File: src/rtl/tridiagonal_matrix_row_product_core_defines.svh
// Assertion macros shared by the tridiagonal row product RTL.
`ifndef TRIDIAGONAL_MATRIX_ROW_PRODUCT_CORE_DEFINES_SVH
`define TRIDIAGONAL_MATRIX_ROW_PRODUCT_CORE_DEFINES_SVH

`ifndef NO_ASSERTIONS

// Same-cycle implication, disabled in reset
`define TMRP_ASSERT_IMPL(label, clk, rst_n, ante, cons) \
    label: assert property (@(posedge clk) disable iff (!rst_n) (ante) |-> (cons)) \
        else $error("assertion failed: ante -> cons");

// Next-cycle implication, disabled in reset
`define TMRP_ASSERT_NEXT(label, clk, rst_n, ante, cons) \
    label: assert property (@(posedge clk) disable iff (!rst_n) (ante) |=> (cons)) \
        else $error("assertion failed: ante => cons");

`else

`define TMRP_ASSERT_IMPL(label, clk, rst_n, ante, cons)
`define TMRP_ASSERT_NEXT(label, clk, rst_n, ante, cons)

`endif

`endif

File: src/rtl/tmrp_pkg.sv
// Shared types and constants of the tridiagonal row product core.
`default_nettype none
package tmrp_pkg;

    localparam int DATA_W        = 32;
    localparam int FRACTION_BITS = 16;
    localparam int PROD_W        = 2 * DATA_W;
    localparam int SUM_W         = PROD_W + 2;
    localparam int CFG_IDX_W     = 8;
    localparam int QUEUE_DEPTH   = 4;
    localparam int QPTR_W        = $clog2(QUEUE_DEPTH);
    localparam int QCNT_W        = $clog2(QUEUE_DEPTH + 1);

    // Register map
    localparam logic [CFG_IDX_W-1:0] REG_FIRST_DIAGONAL = CFG_IDX_W'(0);
    localparam logic [CFG_IDX_W-1:0] REG_LOWER_BAND     = CFG_IDX_W'(1);
    localparam logic [CFG_IDX_W-1:0] REG_MAIN_DIAGONAL  = CFG_IDX_W'(2);
    localparam logic [CFG_IDX_W-1:0] REG_UPPER_BAND     = CFG_IDX_W'(3);

    localparam logic [DATA_W-1:0] ONE_Q = DATA_W'(1) << FRACTION_BITS;

    // One product element to compute: the three window taps and its flags
    typedef struct packed {
        logic [DATA_W-1:0] left;
        logic [DATA_W-1:0] center;
        logic [DATA_W-1:0] right;
        logic              first;
        logic              last;
    } job_t;

    // Up to two jobs pushed per beat; job0 goes in first
    typedef struct packed {
        logic [1:0] num;
        job_t       job0;
        job_t       job1;
    } push_t;

    // Coefficient set seen by the arithmetic
    typedef struct packed {
        logic [DATA_W-1:0] first_diagonal;
        logic [DATA_W-1:0] lower_band;
        logic [DATA_W-1:0] main_diagonal;
        logic [DATA_W-1:0] upper_band;
    } coef_t;

endpackage
`default_nettype wire

File: src/rtl/tmrp_front.sv
// Input side: keeps the row window and turns each element into zero to two jobs.
`default_nettype none
module tmrp_front
    import tmrp_pkg::*;
(
    input  wire logic              clk,
    input  wire logic              rst_n,
    input  wire logic              accept,
    input  wire logic [DATA_W-1:0] element,
    input  wire logic              row_end,
    output push_t                  push
);

    logic [DATA_W-1:0] left_reg, left_next;
    logic [DATA_W-1:0] center_reg, center_next;
    logic              pending_reg, pending_next;
    logic              first_reg, first_next;
    job_t              job_held;
    job_t              job_new;

    // Held element, completed by the new one as right neighbour
    always_comb
    begin
        job_held.left   = first_reg ? '0 : left_reg;
        job_held.center = center_reg;
        job_held.right  = element;
        job_held.first  = first_reg;
        job_held.last   = 1'b0;
    end

    // Incoming element flushed at row end with a zero right neighbour
    always_comb
    begin
        job_new.left   = pending_reg ? center_reg : '0;
        job_new.center = element;
        job_new.right  = '0;
        job_new.first  = !pending_reg;
        job_new.last   = 1'b1;
    end

    // Job selection and window update
    always_comb
    begin
        push.num     = 2'd0;
        push.job0    = job_held;
        push.job1    = job_new;
        left_next    = left_reg;
        center_next  = center_reg;
        pending_next = pending_reg;
        first_next   = first_reg;
        if (accept)
        begin
            if (pending_reg)
            begin
                push.num = row_end ? 2'd2 : 2'd1;
            end
            else if (row_end)
            begin
                push.num  = 2'd1;
                push.job0 = job_new;
            end
            if (row_end)
            begin
                left_next    = '0;
                center_next  = '0;
                pending_next = 1'b0;
                first_next   = 1'b1;
            end
            else
            begin
                left_next    = pending_reg ? center_reg : '0;
                center_next  = element;
                pending_next = 1'b1;
                first_next   = !pending_reg;
            end
        end
    end

    always_ff @(posedge clk or negedge rst_n)
    begin
        if (!rst_n)
        begin
            pending_reg <= 1'b0;
            first_reg   <= 1'b1;
        end
        else
        begin
            pending_reg <= pending_next;
            first_reg   <= first_next;
        end
    end

    always_ff @(posedge clk)
    begin
        left_reg   <= left_next;
        center_reg <= center_next;
    end

endmodule
`default_nettype wire

File: config.mk
export PLATFORM = sky130hd
export DESIGN_NAME = tmrp_front
export DESIGN_NICKNAME = d
export VERILOG_FILES = /design/src/rtl/tridiagonal_matrix_row_product_core_defines.svh /design/src/rtl/tmrp_pkg.sv /design/src/rtl/tmrp_front.sv
export SDC_FILE = /design/constraint.sdc
export NUM_CORES = 1
export LEC_CHECK = 0
export BUFFER_PORTS_ARGS = -buffer_cell sky130_fd_sc_hd__buf_2
export CAP_MARGIN = 40
export CORE_ASPECT_RATIO = 1.2
export CORE_UTILIZATION = 50
export CTS_BUF_LIST = sky130_fd_sc_hd__clkbuf_8
export CTS_CLUSTER_DIAMETER = 120
export DETAILED_ROUTE_END_ITERATION = 10
export GPL_ROUTABILITY_DRIVEN = 0
export PLACE_DENSITY = 0.89
export SYNTH_ARGS = -nofsm -noshare
export SYNTH_HDL_FRONTEND = slang
export SYNTH_SLANG_ARGS = --single-unit
File: constraint.sdc
create_clock -name clk -period 2.9 [get_ports clk]
set_clock_uncertainty 0.15 [all_clocks]
set_input_delay 0.29 -clock clk [delete_from_list [all_inputs] [get_ports clk]]
set_output_delay 0.29 -clock clk [all_outputs]
set_load 0.02 [all_outputs]
==> results of run 1 <==
==> metal layers <==
layer / share of wire [%] / wire length, µm / GRT usage, %
met1: 39 / 3810 / 24.7
met2: 54 / 5320 / 40.0
met3: 4.7 / 462 / 4.40
met4: 2.4 / 237 / 9.74
met5: 0 / 0 / 0
==> layout make-up <==
class                   instances  area, µm²  share of cell area [%]
clock buffers                   9        124                    2.41
clock inverters                 7       92.6                    1.80
inverters                       3       11.3                   0.219
multi-input cells             237       1700                    33.1
flip-flops and latches         66       1970                    38.4
well taps                     114        143                    2.77
repair buffers                208       1100                    21.3
==> worst register-to-register path, delay by kind of cell (launching register included) <==
family	cells	cell delay (ns)
DFF	1	0.66
and+or+nand+nor	2	0.76
buffers and inverters	1	0.23
==> final timing paths <==
kind                                startpoint      endpoint  slack [ns]
min in group asynchronous                rst_n   pending_reg        0.15
worst max-delay path               pending_reg     push[133]        0.23
worst max register to register     pending_reg  left_reg[12]        0.96
max in group asynchronous                rst_n     first_reg        2.25
worst min register to register  center_reg[17]  left_reg[17]        0.44
worst min-delay path                    accept   pending_reg        0.06
==> where the power goes <==
group	internal, mW	switching (mW)
registers	1.13	0.0383
logic	0.282	0.478
clock network	0.482	0.370
==> stage by stage <==
stage               util [%]  total power, mW  instance area (µm²)  hold WS (ns)  std cells
global placement        60.1             1.92                 4900       -0.0571        626
global route            63.1             2.90                 5140        0.0486        644
detailed placement      60.3             1.95                 4920       -0.0575        627
CTS                     63.1             2.79                 5140        0.0545        644
finish                  63.1             2.78                 5140        0.0613        644
floorplan                  -             1.74                 4330        -0.156        396
==> layout by cell type (no fill, tap or decap), drive strengths merged <==
cell type,n
and2,98
and3,32
and3b,1
buf,207
bufinv,2
clkbuf,9
clkinv,2
clkinvlp,2
conb,33
dfrtp,1
dfstp,1
dlygate4sd3,1
edfxtp,64
ha,3
inv,4
mux2,32
mux2i,2
nand2,1
nand3b,1
nor2b,34
==> cells by family after synthesis <==
kind of cell,Yosys count
buffers and inverters,93
adder cells (fa/ha/maj),3
other,2
AND/OR/NAND/NOR,167
flip-flops,66
multiplexers,34
==> impl_results.md, run 1 <==
* Result of the run: completed
* Critical Path Stages at 4
* Class of the worst hold path: in2reg
* Min cycle time layout at 2.67 ns
* Crit-path max FO at 27
* Final period utilization at 92.0%
* I/O pin cnt at 234
* Number of warnings printed during yosys synthesis at 0
* CTS buffer count at 9
* Dominant cell by count in the synthesized netlist: sky130_fd_sc_hd__and2_1
* Area fraction of the dominant cell type after synthesis at 45.6%
* Skew-Pair Late Insertion Delay at 0.35 ns
* Slew headroom at 41.3%
* Final worst slack at 0.232 ns
* Complex-gate fraction of the synthesized area at 0%
* Resized cells post-CTS at 0
* Die extent in y at 103 µm
* Top cells by area, synth: sky130_fd_sc_hd__edfxtp_1, sky130_fd_sc_hd__and2_1, sky130_fd_sc_hd__buf_4, sky130_fd_sc_hd__mux2_4, sky130_fd_sc_hd__nor2b_1
* Arrival time at the worst endpoint at 2.23 ns
* H-tree levels at 3
* Post-synthesis sequential area ratio at 46.9%
* Delay of the slowest critical-path stage at 0.57 ns
* Kind of end point of the critical path: output port
* Number of design-rule violations left by the first detailed-router iteration at 109
* Synthesized instance count at 365
* Overall routed net length at 9.83 mm
* Combinational family with the most area after synthesis: simple AND/OR/NAND/NOR gates
* Mux contribution to synthesized area at 11.7%
* Transition time at the pin with the least slew margin at 0.880 ns
* Library cell occupying the most area in the post-synthesis netlist: sky130_fd_sc_hd__edfxtp_1
* Type of the worst setup path: reg2out
* Worst VDD drop at 286 µV
* Required arrival time at the worst endpoint at 2.46 ns
* Die X at 85.8 µm
* Cell type group with the largest total delay on the critical path: flip-flops
* Die ar. at 8800 µm²
* Power per Cell Area at 540 nW/µm²
* Number of inserted filler cells in the final layout at 652
* Clock sink count at 66
* Global-route congestion overflow total at 0
* Number of detailed-routing iterations run before antenna repair at 4
* CTS clk-pin slew, worst paths at 0.07 ns
* Nets at 564
* Worst slack after detailed placement at 0.594 ns
* Wire length of the first global-routing pass at 14.3 mm
* Count of antenna diodes in the layout at 0
* Worst path bufs/invs at 2
* Max clock buf depth at 2
* Unrepaired setup endpoints after global routing: false
* Adder-cell share of the synthesized area at 0.891%
* Sequence of cells on the critical path: and3b_2 > buf_12 > mux2_2 > buf_2
* Number of placement rows at 36
* Post-synth EDFFs at 64
* Cell area after technology mapping at 4210 µm²
* Avg Vias per Cell at 4.81
* Most frequent cells after synthesis: sky130_fd_sc_hd__and2_1, sky130_fd_sc_hd__buf_4, sky130_fd_sc_hd__edfxtp_1, sky130_fd_sc_hd__nor2b_1, sky130_fd_sc_hd__and3_1
* CTS tree: yes
* Post-synthesis area per instance at 11.5 µm²
* Effective utilization at floorplan at 51.7%
* Hold path cells at 2
* Final setup violation count at 0
* Port Buffers at 200
* Post-synthesis cell type count at 21
* Post-CTS setup buffer count at 0
* Overall via count from detail_route at 3,095
* Slowest cell on crit path: sky130_fd_sc_hd__dfrtp_1
* DRC errors left at 0
* F_max at 375 MHz
* Maximum number of pins on one net before global-route repair at 54
* Vias in the first global route at 2,766
* FF+latch count, synth at 66
* Final count of hold timing violations at 0
* Proportion of layout cells with a drive suffix above 1 at 48.5%
* Area of the placeable core at 8150 µm²
* LEAKAGE at 2.59 nW
* Root Buffer Master: sky130_fd_sc_hd__clkbuf_8
* Final Slew Violations at 0
* Fraction of synthesized cell area in xor and xnor cells at 0%
* Number of maximum-capacitance violations at 0
* Commonest register cell after synthesis: sky130_fd_sc_hd__edfxtp_1
* Synth-to-Final Area Change at 22.1%
* R2R depth at 3
* Final setup TNS at 0 ns
* Routed wirelength normalized by instance count at 15.3 µm
* Post-detail-place hpwl at 6.92 mm
* Fraction of registers with async set or reset after synthesis at 3.03%
* Initial antenna violation count at 0
* Overall routing resource usage at 21.8%
* Hold bufs inserted after CTS at 1
* Simple-gate area share of the yosys netlist at 24.8%
* Kind of start point of the critical path: flop
* Remaining number of nets flagged by the antenna check after routing at 0
No activity file was read; power rests on OpenSTA's default activity.
==> inputs of run 2 (changes only) <==
Settings changed: CORE_ASPECT_RATIO 1.2 to 1.5.
==> run 2 against run 1 <==
Effect of this change: wire length down 7.0%; sequential power about the same; count of clock-buffer cells in the layout unchanged; global-route usage down 1.7 points; maximum frequency up 13%; via count down 3.1%; sequential cell count unchanged; critical path depth unchanged; sequential share of layout area up 0.20 points.
==> impl_results.md, run 2 (synthesis results as in run 1) <==
* Remaining number of nets flagged by the antenna check after routing at 0
* Crit-path max FO at 36
* Avg Vias per Cell at 4.72
* Nets at 564
* Maximum number of pins on one net before global-route repair at 70
* Root Buffer Master: sky130_fd_sc_hd__clkbuf_8
* Die extent in y at 114 µm
* Power share of the sequential group at 42.3%
* Transition time at the pin with the least slew margin at 0.852 ns
* Final setup violation count at 0
* Skew-Pair Late Insertion Delay at 0.33 ns
* Final count of hold timing violations at 0
* Port Buffers at 200
* Routed wirelength normalized by instance count at 14.4 µm
* Worst VDD drop at 440 µV
* Pwr Total at 2.74 mW
* Kind of end point of the critical path: output port
* Overall routing resource usage at 20.1%
* Min cycle time layout at 2.36 ns
* Final Non-Filler Cells at 635
* Count of antenna diodes in the layout at 0
* CTS clk-pin slew, worst paths at 0.06 ns
* Final period utilization at 81.5%
* Number of design-rule violations left by the first detailed-router iteration at 93
* Type of the worst setup path: reg2out
* Die X at 76.9 µm
* Wire length of the first global-routing pass at 13.5 mm
* Global-route congestion overflow total at 0
* Delay of the slowest critical-path stage at 0.43 ns
* Sw Pwr at 850 µW
* Area of the placeable core at 8110 µm²
* F_max at 423 MHz
* Final worst slack at 0.536 ns
* Proportion of layout cells with a drive suffix above 1 at 48.5%
* Overall via count from detail_route at 2,998
* Class of the worst hold path: in2async
* Final setup TNS at 0 ns
* Unrepaired setup endpoints after global routing: false
* Portion of total power attributed to the clock network at 30.2%
* Post-detail-place hpwl at 6.60 mm
* H-tree levels at 3
* Sequence of cells on the critical path: nand3b_1 > buf_4 > and3_1 > buf_2
* Internal Power at 1.89 mW
* CTS buffer count at 9
* Vias in the first global route at 2,713
* Slowest cell on crit path: sky130_fd_sc_hd__nand3b_1
* Required arrival time at the worst endpoint at 2.46 ns
* Synth-to-Final Area Change at 21.5%
* CTS tree: yes
* I/O pin cnt at 234
* Power per Cell Area at 535 nW/µm²
* Most frequent cells in the layout: sky130_fd_sc_hd__buf_2, sky130_fd_sc_hd__and2_1, sky130_fd_sc_hd__edfxtp_1, sky130_fd_sc_hd__nor2b_1, sky130_fd_sc_hd__conb_1
* Die ar. at 8800 µm²
* Max clock buf depth at 2
* Sw frac at 31.0%
* Final Slew Violations at 0
* Number of maximum-capacitance violations at 0
* LEAKAGE at 2.58 nW
* Worst slack after detailed placement at 0.773 ns
* Resized cells post-CTS at 0
* Clock sink count at 66
* Number of placement rows at 40
* Initial antenna violation count at 0
* Kind of start point of the critical path: flop
* Result of the run: completed
* Placed cells at 618
* Effective utilization at floorplan at 51.9%
* Number of detailed-routing iterations run before antenna repair at 5
* Slew headroom at 43.2%
* DRC errors left at 0
* Arrival time at the worst endpoint at 1.92 ns
* Fraction of power consumed by combinational cells at 27.6%
* Overall routed net length at 9.14 mm
* Most common cell after layout, fill and taps aside: sky130_fd_sc_hd__buf_2
-- run 2: changes by cell type in the layout (fill, tap and decap cells not counted) --
cell,before,now
sky130_fd_sc_hd__clkinv_4,0,2
sky130_fd_sc_hd__buf_6,0,1
sky130_fd_sc_hd__buf_12,2,1
sky130_fd_sc_hd__inv_6,1,0
sky130_fd_sc_hd__buf_8,1,0
sky130_fd_sc_hd__buf_4,4,5
sky130_fd_sc_hd__clkinvlp_4,2,1
-- run 2: worst max-delay path: cells and delay by family (launching register included) --
| family | cells | cell delay, ns |
|---|---|---|
| AND/OR/NAND/NOR | 2 | 0.66 |
| buffers and inverters | 2 | 0.53 |
| flip-flops | 1 | 0.39 |
-- run 2: final timing paths --
path	start	endpoint	cells after the start	slack [ns]
max in group asynchronous	rst_n	first_reg	2	2.28
hold / removal	rst_n	pending_reg	2	0.14
setup / recovery	pending_reg	push[176]	4	0.54
hold reg to reg	center_reg[1]	left_reg[1]	1	0.43
setup reg to reg	pending_reg	left_reg[9]	4	1.04
min in group clk	element[17]	center_reg[17]	2	0.14
-- run 2: per-stage QoR --
stage	hold WS [ns]	area (µm²)	util, %
after global routing	0.122	5120	63.1
after floorplan	-0.156	4330	-
after global placement	-0.0739	4880	60.2
after CTS	0.125	5120	63.1
final	0.138	5120	63.1
after detailed placement	-0.0752	4890	60.3
-- run 2: per-layer routing --
metal  GRT usage (%)  vias up  wire length (µm)
met1            20.8     1416              3400
met2            38.2      141              5080
met3            4.62       12               452
met5               0        -                 0
met4            8.59        0               206
li1                -     1429                 -
-- run 2: area by class of cell --
type / count / area, µm²
inverter: 3 / 11.3
multi-input combinational: 237 / 1700
clock inverter: 7 / 93.8
timing repair buffer: 208 / 1080
clock buffer: 9 / 124
fill: 663 / 2990
tap: 105 / 131
sequential: 66 / 1970
-- run 2: power by group through the flow --
stage / sequential, mW / clock (mW) / combinational [mW]
global route: 1.17 / 0.882 / 0.803
detailed placement: 1.18 / 0 / 0.757
floorplan: 1.17 / 0 / 0.576
CTS: 1.16 / 0.845 / 0.761
global placement: 1.17 / 0 / 0.742
finish: 1.16 / 0.826 / 0.755
-- run 2: what timing repair did --
item                                   CTS  global route
setup buffers                            0             0
hold buffers                             1             0
endpoints found under the hold margin    2             0
setup endpoints to repair                0             0
