==> src/rtl/tridiagonal_matrix_row_product_core_defines.svh <==
// Assertion macros shared by the tridiagonal row product RTL.
`ifndef TRIDIAGONAL_MATRIX_ROW_PRODUCT_CORE_DEFINES_SVH
`define TRIDIAGONAL_MATRIX_ROW_PRODUCT_CORE_DEFINES_SVH

`ifndef NO_ASSERTIONS

// Same-cycle implication, disabled in reset
`define TMRP_ASSERT_IMPL(label, clk, rst_n, ante, cons) \
    label: assert property (@(posedge clk) disable iff (!rst_n) (ante) |-> (cons)) \
        else $error("assertion failed: ante -> cons");

// Next-cycle implication, disabled in reset
`define TMRP_ASSERT_NEXT(label, clk, rst_n, ante, cons) \
    label: assert property (@(posedge clk) disable iff (!rst_n) (ante) |=> (cons)) \
        else $error("assertion failed: ante => cons");

`else

`define TMRP_ASSERT_IMPL(label, clk, rst_n, ante, cons)
`define TMRP_ASSERT_NEXT(label, clk, rst_n, ante, cons)

`endif

`endif

==> src/rtl/tmrp_pkg.sv <==
// Shared types and constants of the tridiagonal row product core.
`default_nettype none
package tmrp_pkg;

    localparam int DATA_W        = 32;
    localparam int FRACTION_BITS = 16;
    localparam int PROD_W        = 2 * DATA_W;
    localparam int SUM_W         = PROD_W + 2;
    localparam int CFG_IDX_W     = 8;
    localparam int QUEUE_DEPTH   = 4;
    localparam int QPTR_W        = $clog2(QUEUE_DEPTH);
    localparam int QCNT_W        = $clog2(QUEUE_DEPTH + 1);

    // Register map
    localparam logic [CFG_IDX_W-1:0] REG_FIRST_DIAGONAL = CFG_IDX_W'(0);
    localparam logic [CFG_IDX_W-1:0] REG_LOWER_BAND     = CFG_IDX_W'(1);
    localparam logic [CFG_IDX_W-1:0] REG_MAIN_DIAGONAL  = CFG_IDX_W'(2);
    localparam logic [CFG_IDX_W-1:0] REG_UPPER_BAND     = CFG_IDX_W'(3);

    localparam logic [DATA_W-1:0] ONE_Q = DATA_W'(1) << FRACTION_BITS;

    // One product element to compute: the three window taps and its flags
    typedef struct packed {
        logic [DATA_W-1:0] left;
        logic [DATA_W-1:0] center;
        logic [DATA_W-1:0] right;
        logic              first;
        logic              last;
    } job_t;

    // Up to two jobs pushed per beat; job0 goes in first
    typedef struct packed {
        logic [1:0] num;
        job_t       job0;
        job_t       job1;
    } push_t;

    // Coefficient set seen by the arithmetic
    typedef struct packed {
        logic [DATA_W-1:0] first_diagonal;
        logic [DATA_W-1:0] lower_band;
        logic [DATA_W-1:0] main_diagonal;
        logic [DATA_W-1:0] upper_band;
    } coef_t;

endpackage
`default_nettype wire

==> src/rtl/tmrp_queue.sv <==
// Four-entry job queue that takes up to two jobs and gives one per cycle while the back end does not stall.
`default_nettype none
module tmrp_queue
    import tmrp_pkg::*;
(
    input  wire logic  clk,
    input  wire logic  rst_n,
    input  wire push_t push,
    output logic       room,
    input  wire logic  pop,
    output logic       head_valid,
    output job_t       head
);

    job_t              mem_reg [QUEUE_DEPTH];
    logic [QPTR_W-1:0] wr_ptr_reg, wr_ptr_next;
    logic [QPTR_W-1:0] rd_ptr_reg, rd_ptr_next;
    logic [QCNT_W-1:0] count_reg, count_next;
    logic [QPTR_W-1:0] wr_ptr_plus1;

    // Room for two jobs is always required, so the front never needs the pop
    assign room         = (count_reg <= QCNT_W'(QUEUE_DEPTH - 2));
    assign head_valid   = (count_reg != '0);
    assign head         = mem_reg[rd_ptr_reg];
    assign wr_ptr_plus1 = wr_ptr_reg + QPTR_W'(1);

    // Pointer and fill arithmetic
    always_comb
    begin
        wr_ptr_next = wr_ptr_reg + QPTR_W'(push.num);
        rd_ptr_next = rd_ptr_reg + QPTR_W'(pop);
        count_next  = count_reg + QCNT_W'(push.num) - QCNT_W'(pop);
    end

    always_ff @(posedge clk or negedge rst_n)
    begin
        if (!rst_n)
        begin
            wr_ptr_reg <= '0;
            rd_ptr_reg <= '0;
            count_reg  <= '0;
        end
        else
        begin
            wr_ptr_reg <= wr_ptr_next;
            rd_ptr_reg <= rd_ptr_next;
            count_reg  <= count_next;
        end
    end

    // Storage
    always_ff @(posedge clk)
    begin
        if (push.num != 2'd0)
        begin
            mem_reg[wr_ptr_reg] <= push.job0;
        end
        if (push.num == 2'd2)
        begin
            mem_reg[wr_ptr_plus1] <= push.job1;
        end
    end

endmodule
`default_nettype wire

==> config.mk <==
export PLATFORM = sky130hd
export DESIGN_NAME = tmrp_queue
export DESIGN_NICKNAME = d
export VERILOG_FILES = /design/src/rtl/tridiagonal_matrix_row_product_core_defines.svh /design/src/rtl/tmrp_pkg.sv /design/src/rtl/tmrp_queue.sv
export SDC_FILE = /design/constraint.sdc
export NUM_CORES = 1
export LEC_CHECK = 0
export ABC_AREA = 1
export BUFFER_PORTS_ARGS = -buffer_cell sky130_fd_sc_hd__buf_2
export CORE_MARGIN = 3
export CORE_UTILIZATION = 45
export CTS_BUF_LIST = sky130_fd_sc_hd__clkbuf_2
export DETAILED_ROUTE_END_ITERATION = 10
export MAX_ROUTING_LAYER = met4
export PLACE_DENSITY = 0.72
export SLEW_MARGIN = 10
export SYNTH_ARGS = -nofsm -noshare
export SYNTH_HDL_FRONTEND = slang
export SYNTH_SLANG_ARGS = --single-unit
==> constraint.sdc <==
create_clock -name clk -period 4.55 [get_ports clk]
set_input_delay 0.91 -clock clk [delete_from_list [all_inputs] [get_ports clk]]
set_output_delay 0.91 -clock clk [all_outputs]
set_load 0.1 [all_outputs]
==> results of run 1 <==
==> critical path, stage by stage, from the launching register on <==
cell     delay, ps
dfrtp_4        760
inv_4          180
buf_4          580
nand3_1        140
nand2_1        150
buf_2          450
==> cell usage after synthesis <==
cell      number  share of area (%)
buf_2         63                1.4
inv_2          5              0.085
a21oi_1        1              0.023
nand2_2        4               0.11
nand3_1      491                 11
inv_1        304                5.2
nor2_4         4               0.20
nand3b_1       1              0.034
nor2_1         1              0.017
nand2_1     1296                 22
dfrtp_1        7               0.80
nor2_2         1              0.028
buf_4          4               0.14
clkbuf_1      94                1.6
buf_1         17               0.29
edfxtp_1     392                 54
ha_1           5               0.28
or2_2         98                2.8
fa_1           1              0.091
xor2_1         1              0.040
==> through the flow <==
| stage | hold slack, ps | area, um^2 |
|---|---|---|
| after floorplan | 461 | 22000 |
| after global placement | 493 | 23900 |
| after detailed placement | 509 | 23900 |
| after CTS | 0.0542 | 25400 |
| after global routing | 64.4 | 25500 |
| final | 134 | 25500 |
==> timing repair <==
item | in CTS | in global routing
hold buffers | 57 | 0
endpoints found under the hold margin | 99 | 0
endpoints found under the setup margin | 0 | 1
buffers inserted | 0 | 1
==> area by class of cell <==
| cell class | instances | area (um^2) |
|---|---|---|
| Inverter | 309 | 1160 |
| Clock buffer | 150 | 751 |
| Sequential cell | 399 | 12000 |
| Tap cell | 615 | 769 |
| Multi-Input combinational cell | 1904 | 8170 |
| Antenna cell | 12 | 30.0 |
| Timing Repair Buffer | 391 | 2440 |
| Clock inverter | 39 | 178 |
| Fill cell | 4394 | 22600 |
==> cell families after synthesis <==
family	count (synthesis)	share of synthesized area (%)
DFF	399	54.3
buffers and inverters	487	8.74
xor gates and xnor gates	1	0.0398
and+or+nand+nor	1896	36.5
AOI/OAI and AO/OA	1	0.0227
adders and majority gates	6	0.376
==> metal layers <==
layer / up-vias / GRT usage [%]
met4: 0 / 10.8
met1: 9422 / 34.6
met5: - / -
li1: 9557 / -
met3: 171 / 4.64
met2: 1164 / 43.4
==> how the worst max path moves through the flow <==
stage / startpoint / endpoint / cells past startpoint
after floorplan: push[197] / mem_reg[0][0] / 6
after global placement: push[197] / mem_reg[3][89] / 7
after detailed placement: push[196] / mem_reg[1][10] / 6
after CTS: rd_ptr_reg[0] / head[23] / 5
after global routing: rd_ptr_reg[1] / head[0] / 5
final: rd_ptr_reg[1] / head[24] / 5
==> qor.json, run 1 <==
{
  "worst_setup_path": {
    "cp-end-kind": "output port",
    "crit-reg2reg-launch": "wr_ptr_reg[0]",
    "crit-reg2reg-capture": "mem_reg[0][73]",
    "r2r_slack_ps": 1530,
    "cp_data_required_time_ps": 3640,
    "critPathLaunchType": "flip-flop",
    "worst-path-max-fanout": 44,
    "timing.critical_path.arrival_ps": 3380,
    "critical_path_class": "flip-flop to output port",
    "r2r_depth": 7
  },
  "timing": {
    "worst_slew_margin_rel_pct": 14.6,
    "sum_of_negative_setup_slack_ps": 0,
    "grt_setup_unrepaired": "false",
    "fmax_mhz": 233,
    "final_hold_viols": 0,
    "final_period_minus_worst_setup_slack_ps": 4290,
    "post_layout_worst_setup_margin_ps": 258,
    "setup_violations": 0,
    "slew_viol_final": 0,
    "final_period_utilization_pct": 94.3,
    "max_slew.worst_pin.slew_ps": 1280,
    "clock_skew_ps": 49.6
  },
  "floorplan": {
    "initial_utilization_pct": 45.8,
    "chip_height_um": 227,
    "core_um2": 48000,
    "core.rowCount": 80,
    "dieWidth_um": 227,
    "dieArea_um2": 51500,
    "num_io_pins": 301
  },
  "grt": {
    "number_of_global_route_vias_before_repair": 19200,
    "number_of_antenna_violations_at_the_first_check_in_global_routing": 13,
    "globalRoute.totalOverflow": 0,
    "grt_start_max_net_pins": 112,
    "groute.usage.overall_pct": 27.2,
    "grt_pass1_wl_um": 105000
  },
  "synthesis": {
    "synth_unique_cells": 20,
    "ys_seq_elements": 399,
    "synthesis.area_um2": 22000,
    "mappedNetlistNets": 2997,
    "proportion_of_synthesized_chip_area_in_sequential_cells_pct": 54.3,
    "post_synth_inst_count": 2790,
    "yosysWarnings": 0,
    "synth_area_per_cell_um2": 7.88
  },
  "placement": {
    "detailedPlacementHpwl_um": 37600,
    "number_of_input_and_output_port_buffers_inserted": 300,
    "place_inst": 3560,
    "place_ws_ps": 1040,
    "gpl.final_weighted_congestion": 0.815
  },
  "detailed_routing": {
    "maxUsedRoutingLayer": "met4",
    "final_antenna_net_count": 0,
    "wl_per_cell_um": 18.3,
    "route.met3.wl_um": 7400,
    "detail_route.drc_violations": 0,
    "via_count": 20300,
    "drt_iter0_drc": 2170,
    "postRouteWirelength_um": 69800,
    "vias_per_cell": 5.32,
    "wirelength_met1_um": 27400,
    "dr.pass1.iters": 5,
    "wl_met2_um": 32900
  },
  "clock_network": {
    "clock_tree.htree_level_count": 3,
    "cts_tree": "done",
    "cts_repair_resize_count": 0,
    "cts-buffers-inserted": 108,
    "clockRootBuffer": "clkbuf_2",
    "clk_path_buf_depth": 3,
    "clk_transition_reported_paths_ps": 110,
    "tritoncts_num_sinks": 399,
    "clk-insertion-delay-late_ps": 1090
  },
  "outcome": {
    "outcome": "completed"
  },
  "final_layout": {
    "instances_no_fill": 3819,
    "highest_count_cells_in_the_layout_ignoring_fill_and_taps": "nand2_1, nand3_1, edfxtp_1, inv_1, buf_2",
    "layout_commonest_cell": "nand2_1",
    "share_of_post_route_cells_with_drive_strength_above_1_pct": 19.0,
    "area_growth_pct": 15.8,
    "fin_nets": 3320,
    "largest_reg_flops": 392,
    "layout.core_utilization_pct": 53.0
  },
  "hold_path": {
    "hold_path_startpoint": "push[8]",
    "hold-path-cell-count": 3,
    "hold_class": "primary input to flip-flop",
    "hold_path_endpoint": "mem_reg[0][8]"
  },
  "run": {
    "max_cap_violations": 0
  }
}
Power of run 1 is not shown: default switching activity piles up to over one toggle a cycle in this logic, so the estimate is an artifact.
==> run 2, diff against run 1 <==
--- a/config.mk
+++ b/config.mk
@@ -11,7 +11,6 @@
 export CORE_UTILIZATION = 45
 export CTS_BUF_LIST = sky130_fd_sc_hd__clkbuf_2
 export DETAILED_ROUTE_END_ITERATION = 10
-export MAX_ROUTING_LAYER = met4
 export PLACE_DENSITY = 0.72
 export SLEW_MARGIN = 10
 export SYNTH_ARGS = -nofsm -noshare
==> run 2 against run 1 <==
Maximum frequency down 0.13%. Cell count down 0.18%. Count of clock-buffer cells in the layout unchanged. Global-route usage down 0.82 points. Critical path type unchanged. Largest cell class unchanged. Highest routed layer is now met5.
==> qor.json, run 2 (synthesized netlist as in run 1, its figures left out) <==
{
  "floorplan": {
    "initial_utilization": {"value": 45.8, "unit": "%", "change": "unchanged"},
    "chip_height": {"value": 227, "unit": "um", "change": "unchanged"},
    "core": {"value": 48000, "unit": "um^2", "change": "unchanged"},
    "num_io_pins": {"value": 301, "change": "unchanged"},
    "dieArea": {"value": 51500, "unit": "um^2", "change": "unchanged"},
    "core.rowCount": {"value": 80, "change": "unchanged"},
    "dieWidth": {"value": 227, "unit": "um", "change": "unchanged"}
  },
  "timing": {
    "post_layout_worst_setup_margin": {"value": 252, "unit": "ps", "change": "was 258 ps"},
    "setup_violations": {"value": 0, "change": "unchanged"},
    "worst_slew_margin_rel": {"value": 14.2, "unit": "%", "change": "was 14.6%"},
    "max_slew.worst_pin.slew": {"value": 1290, "unit": "ps", "change": "was 1280 ps"},
    "clock_skew": {"value": 51.9, "unit": "ps", "change": "was 49.6 ps"},
    "sum_of_negative_setup_slack": {"value": 0, "unit": "ps", "change": "unchanged"},
    "final_period_utilization": {"value": 94.5, "unit": "%", "change": "was 94.3%"},
    "grt_setup_unrepaired": {"value": "false", "change": "unchanged"},
    "final_period_minus_worst_setup_slack": {"value": 4300, "unit": "ps", "change": "was 4290 ps"},
    "fmax": {"value": 233, "unit": "MHz", "change": "about the same"},
    "final_hold_viols": {"value": 0, "change": "unchanged"},
    "slew_viol_final": {"value": 0, "change": "unchanged"}
  },
  "detailed_routing": {
    "dr.pass1.iters": {"value": 6, "change": "was 5"},
    "postRouteWirelength": {"value": 69800, "unit": "um", "change": "about the same"},
    "vias_per_cell": {"value": 5.33, "change": "was 5.32"},
    "wl_per_cell": {"value": 18.3, "unit": "um", "change": "about the same"},
    "drt_iter0_drc": {"value": 2122, "change": "was 2170"},
    "via_count": {"value": 20300, "change": "about the same"},
    "detail_route.drc_violations": {"value": 0, "change": "unchanged"},
    "final_antenna_net_count": {"value": 0, "change": "unchanged"}
  },
  "worst_setup_path": {
    "critPathLaunchType": {"value": "flip-flop", "change": "unchanged"},
    "worst-path-max-fanout": {"value": 44, "change": "unchanged"},
    "slowest_delay": {"value": 760, "unit": "ps", "change": "about the same"},
    "critPathTopFamily": {"value": "buffers and inverters", "change": "unchanged"},
    "buffers_inverters_on_critical_path": {"value": 3, "change": "unchanged"},
    "cp-end-kind": {"value": "output port", "change": "unchanged"},
    "critical_path_class": {"value": "flip-flop to output port", "change": "unchanged"},
    "cp_data_required_time": {"value": 3640, "unit": "ps", "change": "about the same"},
    "crit-reg2reg-capture": {"value": "mem_reg[0][73]", "change": "unchanged"},
    "crit-reg2reg-launch": {"value": "wr_ptr_reg[0]", "change": "unchanged"},
    "r2r_slack": {"value": 1520, "unit": "ps", "change": "was 1530 ps"},
    "r2r_depth": {"value": 7, "change": "unchanged"},
    "timing.critical_path.arrival": {"value": 3390, "unit": "ps", "change": "was 3380 ps"},
    "crit_chain": {"value": "inv_4 -> buf_4 -> nand3_1 -> nand2_1 -> buf_2", "change": "unchanged"},
    "critical_path.slowest_cell": {"value": "dfrtp_4", "change": "unchanged"}
  },
  "final_layout": {
    "nFillCells": {"value": 4396, "change": "was 4394"},
    "highest_count_cells_in_the_layout_ignoring_fill_and_taps": {"value": "nand2_1, nand3_1, edfxtp_1, inv_1, buf_2", "change": "unchanged"},
    "share_of_post_route_cells_with_drive_strength_above_1": {"value": 19.0, "unit": "%", "change": "unchanged"},
    "finalInstanceArea": {"value": 25400, "unit": "um^2", "change": "was 25500 um^2"},
    "layout_commonest_cell": {"value": "nand2_1", "change": "unchanged"},
    "largest_reg_flops": {"value": 392, "change": "unchanged"},
    "fin_nets": {"value": 3320, "change": "unchanged"},
    "area_growth": {"value": 15.7, "unit": "%", "change": "was 15.8%"}
  },
  "placement": {
    "detailedPlacementHpwl": {"value": 37600, "unit": "um", "change": "unchanged"},
    "number_of_input_and_output_port_buffers_inserted": {"value": 300, "change": "unchanged"},
    "gpl.final_weighted_congestion": {"value": 0.803, "change": "was 0.815"},
    "place_ws": {"value": 1040, "unit": "ps", "change": "unchanged"},
    "detailed_place.area": {"value": 23900, "unit": "um^2", "change": "unchanged"}
  },
  "clock_network": {
    "clk_path_buf_depth": {"value": 3, "change": "unchanged"},
    "cts_tree": {"value": "done", "change": "unchanged"},
    "clk_transition_reported_paths": {"value": 110, "unit": "ps", "change": "about the same"},
    "cts-buffers-inserted": {"value": 108, "change": "unchanged"},
    "clockRootBuffer": {"value": "clkbuf_2", "change": "unchanged"},
    "cts_repair_resize_count": {"value": 0, "change": "unchanged"},
    "tritoncts_num_sinks": {"value": 399, "change": "unchanged"},
    "clock_tree.htree_level_count": {"value": 3, "change": "unchanged"},
    "clk-insertion-delay-late": {"value": 1100, "unit": "ps", "change": "was 1090 ps"}
  },
  "grt": {
    "groute.usage.overall": {"value": 26.3, "unit": "%", "change": "was 27.2%"},
    "grt.met3_usage": {"value": 4.73, "unit": "%", "change": "was 4.64%"},
    "grt_pass1_wl": {"value": 105000, "unit": "um", "change": "about the same"},
    "busiest_layer": {"value": "met2", "change": "unchanged"},
    "grt_start_max_net_pins": {"value": 112, "change": "unchanged"},
    "global_route.usage.met2": {"value": 43.4, "unit": "%", "change": "about the same"},
    "number_of_antenna_violations_at_the_first_check_in_global_routing": {"value": 13, "change": "unchanged"},
    "globalRoute.totalOverflow": {"value": 0, "change": "unchanged"},
    "grtUsageMet1": {"value": 34.6, "unit": "%", "change": "about the same"},
    "number_of_global_route_vias_before_repair": {"value": 19200, "change": "about the same"}
  },
  "hold_path": {
    "hold_path_endpoint": {"value": "mem_reg[0][8]", "change": "unchanged"},
    "hold-path-cell-count": {"value": 3, "change": "unchanged"},
    "hold_path_startpoint": {"value": "push[8]", "change": "unchanged"},
    "hold_class": {"value": "primary input to flip-flop", "change": "unchanged"}
  },
  "outcome": {
    "outcome": {"value": "completed", "change": "unchanged"}
  },
  "run": {
    "max_cap_violations": {"value": 0, "change": "unchanged"}
  }
}
## run 2: layout make-up
type                    count  area, um^2  share of cell area (%)
flip-flops and latches    399       12000                    47.0
diodes                      5        12.5                  0.0492
inverters                 309        1160                    4.58
repair buffers            391        2440                    9.59
well taps                 615         769                    3.02
clock inverters            39         178                   0.698
multi-input cells        1904        8170                    32.1
clock buffers             150         751                    2.95
## run 2: routing by layer
metal  share of wire (%)  vias up
met3                  10      184
met1                  39     9386
met4                 3.0       12
li1                    -     9555
met2                  47     1189
met5                0.11        -
## run 2: through the flow
stage                     cells  hold WS, ps  util [%]
final                      3812          126      53.0
after global routing       3811         64.4      53.0
after CTS                  3806       0.0542      52.9
after detailed placement   3560          509      49.8
after global placement     3560          493      49.8
after floorplan            2790          461         -
## run 2: how the worst max path moves through the flow
stage	start	endpoint	slack (ps)	depth (start not counted)
2_1_floorplan	push[197]	mem_reg[0][0]	360	6
3_3_place_gp	push[197]	mem_reg[3][89]	1160	7
3_5_place_dp	push[196]	mem_reg[1][10]	1040	6
4_1_cts	rd_ptr_reg[0]	head[23]	60	5
5_1_grt	rd_ptr_reg[1]	head[0]	70	5
6_report	rd_ptr_reg[1]	head[24]	250	5
## run 2: timing repair
action | in CTS | in global routing
setup endpoints to repair | 0 | 1
setup buffers | 0 | 1
hold buffers | 57 | 0
endpoints found under the hold margin | 99 | 0
## run 2: worst reg2reg max path, cell delays in order (launching register included)
cell	delay [ps]
dfrtp_1	490
nand2_1	180
inv_1	100
nand2_4	430
buf_4	880
nand2_1	170
nand2_1	120
dlygate4sd3_1	550
Power of run 2 is left out for the same reason.
==> run 3, diff against run 2 <==
--- a/config.mk
+++ b/config.mk
@@ -12,6 +12,7 @@
 export CTS_BUF_LIST = sky130_fd_sc_hd__clkbuf_2
 export DETAILED_ROUTE_END_ITERATION = 10
 export PLACE_DENSITY = 0.72
+export REMOVE_ABC_BUFFERS = 1
 export SLEW_MARGIN = 10
 export SYNTH_ARGS = -nofsm -noshare
 export SYNTH_HDL_FRONTEND = slang
==> constraint.sdc (replaced) <==
create_clock -name clk -period 5.5 [get_ports clk]
set_input_delay 1.1 -clock clk [delete_from_list [all_inputs] [get_ports clk]]
set_output_delay 1.1 -clock clk [all_outputs]
set_load 0.1 [all_outputs]
==> run 3 against run 2 <==
Final area is 2.7% lower. Sequential share of layout area is 1.3 points higher. Worst setup slack better by 320 ps. Via count is 1.6% lower. Non-clock buffer count is 68 lower. Register-to-register slack better by 470 ps. Flip-flop and latch count stayed put. Hold slack better by 180 ps. Count of clock-buffer cells in the layout is 19 higher. Global-route usage is 0.83 points lower. Highest routed layer unchanged. Critical path depth stayed put.
==> qor.json, run 3 (synthesized netlist as in run 1, its figures left out) <==
{
  "detailed_routing": {
    "via_count": {"value": 20000, "change": "was 20300"},
    "vias_per_cell": {"value": 5.34, "change": "was 5.33"},
    "dr.pass1.iters": {"value": 6, "change": "unchanged"},
    "wl_per_cell": {"value": 17.8, "unit": "um", "change": "was 18.3 um"},
    "final_antenna_net_count": {"value": 0, "change": "unchanged"},
    "drt_iter0_drc": {"value": 2101, "change": "was 2122"},
    "postRouteWirelength": {"value": 66800, "unit": "um", "change": "was 69800 um"},
    "detail_route.drc_violations": {"value": 0, "change": "unchanged"}
  },
  "clock_network": {
    "clk_transition_reported_paths": {"value": 110, "unit": "ps", "change": "about the same"},
    "tritoncts_num_sinks": {"value": 399, "change": "unchanged"},
    "cts_tree": {"value": "done", "change": "unchanged"},
    "clk-insertion-delay-late": {"value": 1100, "unit": "ps", "change": "about the same"},
    "clockRootBuffer": {"value": "clkbuf_2", "change": "unchanged"},
    "cts-buffers-inserted": {"value": 105, "change": "was 108"},
    "clk_path_buf_depth": {"value": 3, "change": "unchanged"},
    "clock_tree.htree_level_count": {"value": 3, "change": "unchanged"}
  },
  "hold_path": {
    "hold_class": {"value": "primary input to flip-flop", "change": "unchanged"},
    "hold_path_startpoint": {"value": "push[133]", "change": "was push[8]"},
    "hold-path-cell-count": {"value": 3, "change": "unchanged"},
    "hold_path_endpoint": {"value": "mem_reg[3][35]", "change": "was mem_reg[0][8]"}
  },
  "grt": {
    "number_of_global_route_vias_before_repair": {"value": 19300, "change": "was 19200"},
    "number_of_antenna_violations_at_the_first_check_in_global_routing": {"value": 11, "change": "was 13"},
    "globalRoute.totalOverflow": {"value": 0, "change": "unchanged"},
    "grt_start_max_net_pins": {"value": 191, "change": "was 112"},
    "grt_pass1_wl": {"value": 103000, "unit": "um", "change": "was 105000 um"},
    "groute.usage.overall": {"value": 25.5, "unit": "%", "change": "was 26.3%"}
  },
  "timing": {
    "slew_viol_final": {"value": 0, "change": "unchanged"},
    "final_period_minus_worst_setup_slack_ps": 4930,
    "grt_setup_unrepaired": {"value": "false", "change": "unchanged"},
    "post_layout_worst_setup_margin": {"value": 573, "unit": "ps", "change": "was 252 ps"},
    "max_slew.worst_pin.slew": {"value": 1290, "unit": "ps", "change": "about the same"},
    "final_hold_viols": {"value": 0, "change": "unchanged"},
    "sum_of_negative_setup_slack": {"value": 0, "unit": "ps", "change": "unchanged"},
    "final_period_utilization_pct": 89.6,
    "clock_skew": {"value": 55.3, "unit": "ps", "change": "was 51.9 ps"},
    "fmax_mhz": 203,
    "setup_violations": {"value": 0, "change": "unchanged"},
    "worst_slew_margin_rel": {"value": 14.0, "unit": "%", "change": "was 14.2%"}
  },
  "floorplan": {
    "chip_height": {"value": 227, "unit": "um", "change": "unchanged"},
    "core": {"value": 48000, "unit": "um^2", "change": "unchanged"},
    "core.rowCount": {"value": 80, "change": "unchanged"},
    "dieWidth": {"value": 227, "unit": "um", "change": "unchanged"},
    "initial_utilization": {"value": 45.8, "unit": "%", "change": "unchanged"},
    "num_io_pins": {"value": 301, "change": "unchanged"},
    "dieArea": {"value": 51500, "unit": "um^2", "change": "unchanged"}
  },
  "worst_setup_path": {
    "crit_chain": {"value": "inv_4 -> buf_4 -> nand3_1 -> nand2_1 -> buf_2", "change": "unchanged"},
    "worst-path-max-fanout": {"value": 76, "change": "was 44"},
    "buffers_inverters_on_critical_path": {"value": 3, "change": "unchanged"},
    "timing.critical_path.arrival": {"value": 3830, "unit": "ps", "change": "was 3390 ps"},
    "slowest_delay": {"value": 860, "unit": "ps", "change": "was 760 ps"},
    "cp_data_required_time": {"value": 4400, "unit": "ps", "change": "was 3640 ps"},
    "critical_path.slowest_cell": {"value": "inv_4", "change": "was dfrtp_4"},
    "crit-reg2reg-launch": {"value": "wr_ptr_reg[0]", "change": "unchanged"},
    "critical_path_class": {"value": "flip-flop to output port", "change": "unchanged"},
    "r2r_depth": {"value": 5, "change": "was 7"},
    "critPathTopFamily": {"value": "buffers and inverters", "change": "unchanged"},
    "critPathLaunchType": {"value": "flip-flop", "change": "unchanged"},
    "cp-end-kind": {"value": "output port", "change": "unchanged"},
    "crit-reg2reg-capture": {"value": "mem_reg[2][22]", "change": "was mem_reg[0][73]"},
    "r2r_slack": {"value": 1990, "unit": "ps", "change": "was 1520 ps"}
  },
  "final_layout": {
    "largest_reg_flops": {"value": 392, "change": "unchanged"},
    "fin_nets": {"value": 3249, "change": "was 3320"},
    "share_of_post_route_cells_with_drive_strength_above_1": {"value": 19.7, "unit": "%", "change": "was 19.0%"},
    "area_growth": {"value": 12.6, "unit": "%", "change": "was 15.7%"},
    "layout_commonest_cell": {"value": "nand2_1", "change": "unchanged"},
    "layout.core_utilization": {"value": 51.5, "unit": "%", "change": "was 53.0%"},
    "highest_count_cells_in_the_layout_ignoring_fill_and_taps": {"value": "nand2_1, nand3_1, edfxtp_1, inv_1, buf_2", "change": "unchanged"}
  },
  "placement": {
    "number_of_input_and_output_port_buffers_inserted": {"value": 300, "change": "unchanged"},
    "detailedPlacementHpwl": {"value": 38800, "unit": "um", "change": "was 37600 um"},
    "place_ws": {"value": 1720, "unit": "ps", "change": "was 1040 ps"},
    "gpl.final_weighted_congestion": {"value": 0.808, "change": "was 0.803"}
  },
  "outcome": {
    "outcome": {"value": "completed", "change": "unchanged"}
  },
  "run": {
    "max_cap_violations": {"value": 0, "change": "unchanged"}
  }
}
==> run 3: area by class of cell <==
cell class              count  area, um^2
diodes                      9        22.5
multi-input cells        1904        8170
inverters                 309        1160
clock inverters            14        80.1
well taps                 615         769
fillers                  4505       23300
repair buffers            323        1740
clock buffers             169         846
flip-flops and latches    399       12000
==> run 3: tightest hold or removal path, stage by stage <==
cell	delay (ps)
buf_2	110
nand2_1	50
nand2_1	50
==> run 3: worst max path at each step <==
stage | startpoint | end | slack [ps] | cells after the start
after floorplan | push[197] | mem_reg[0][0] | -3670 | 4
after global placement | rd_ptr_reg[1] | head[4] | 1740 | 5
after detailed placement | rd_ptr_reg[1] | head[17] | 1720 | 5
after CTS | rd_ptr_reg[1] | head[17] | 450 | 5
after global routing | rd_ptr_reg[1] | head[88] | 350 | 5
final | rd_ptr_reg[1] | head[25] | 570 | 5
==> run 3: through the flow <==
stage               hold WS, ps  area, um^2  cells
floorplan                   475       21200   2612
detailed placement          525       23800   3549
global placement            492       23800   3549
CTS                         167       24700   3733
global route                229       24800   3741
finish                      303       24800   3742
==> run 3: timing repair <==
item | CTS | global route
hold endpoints to repair | 7 | 0
setup endpoints to repair | 0 | 0
setup buffers | 0 | 0
hold buffers | 1 | 0
gates resized for setup | 0 | 0
==> run 3: routing by layer <==
| layer | part of all wire (%) | up-vias | GRT usage, % |
|---|---|---|---|
| met4 | 2.7 | 4 | 10.5 |
| met2 | 48 | 1098 | 42.2 |
| met5 | 0.021 | - | 0 |
| met1 | 39 | 9342 | 33.3 |
| li1 | - | 9413 | - |
| met3 | 9.9 | 141 | 4.72 |
Power of run 3 is left out for the same reason.
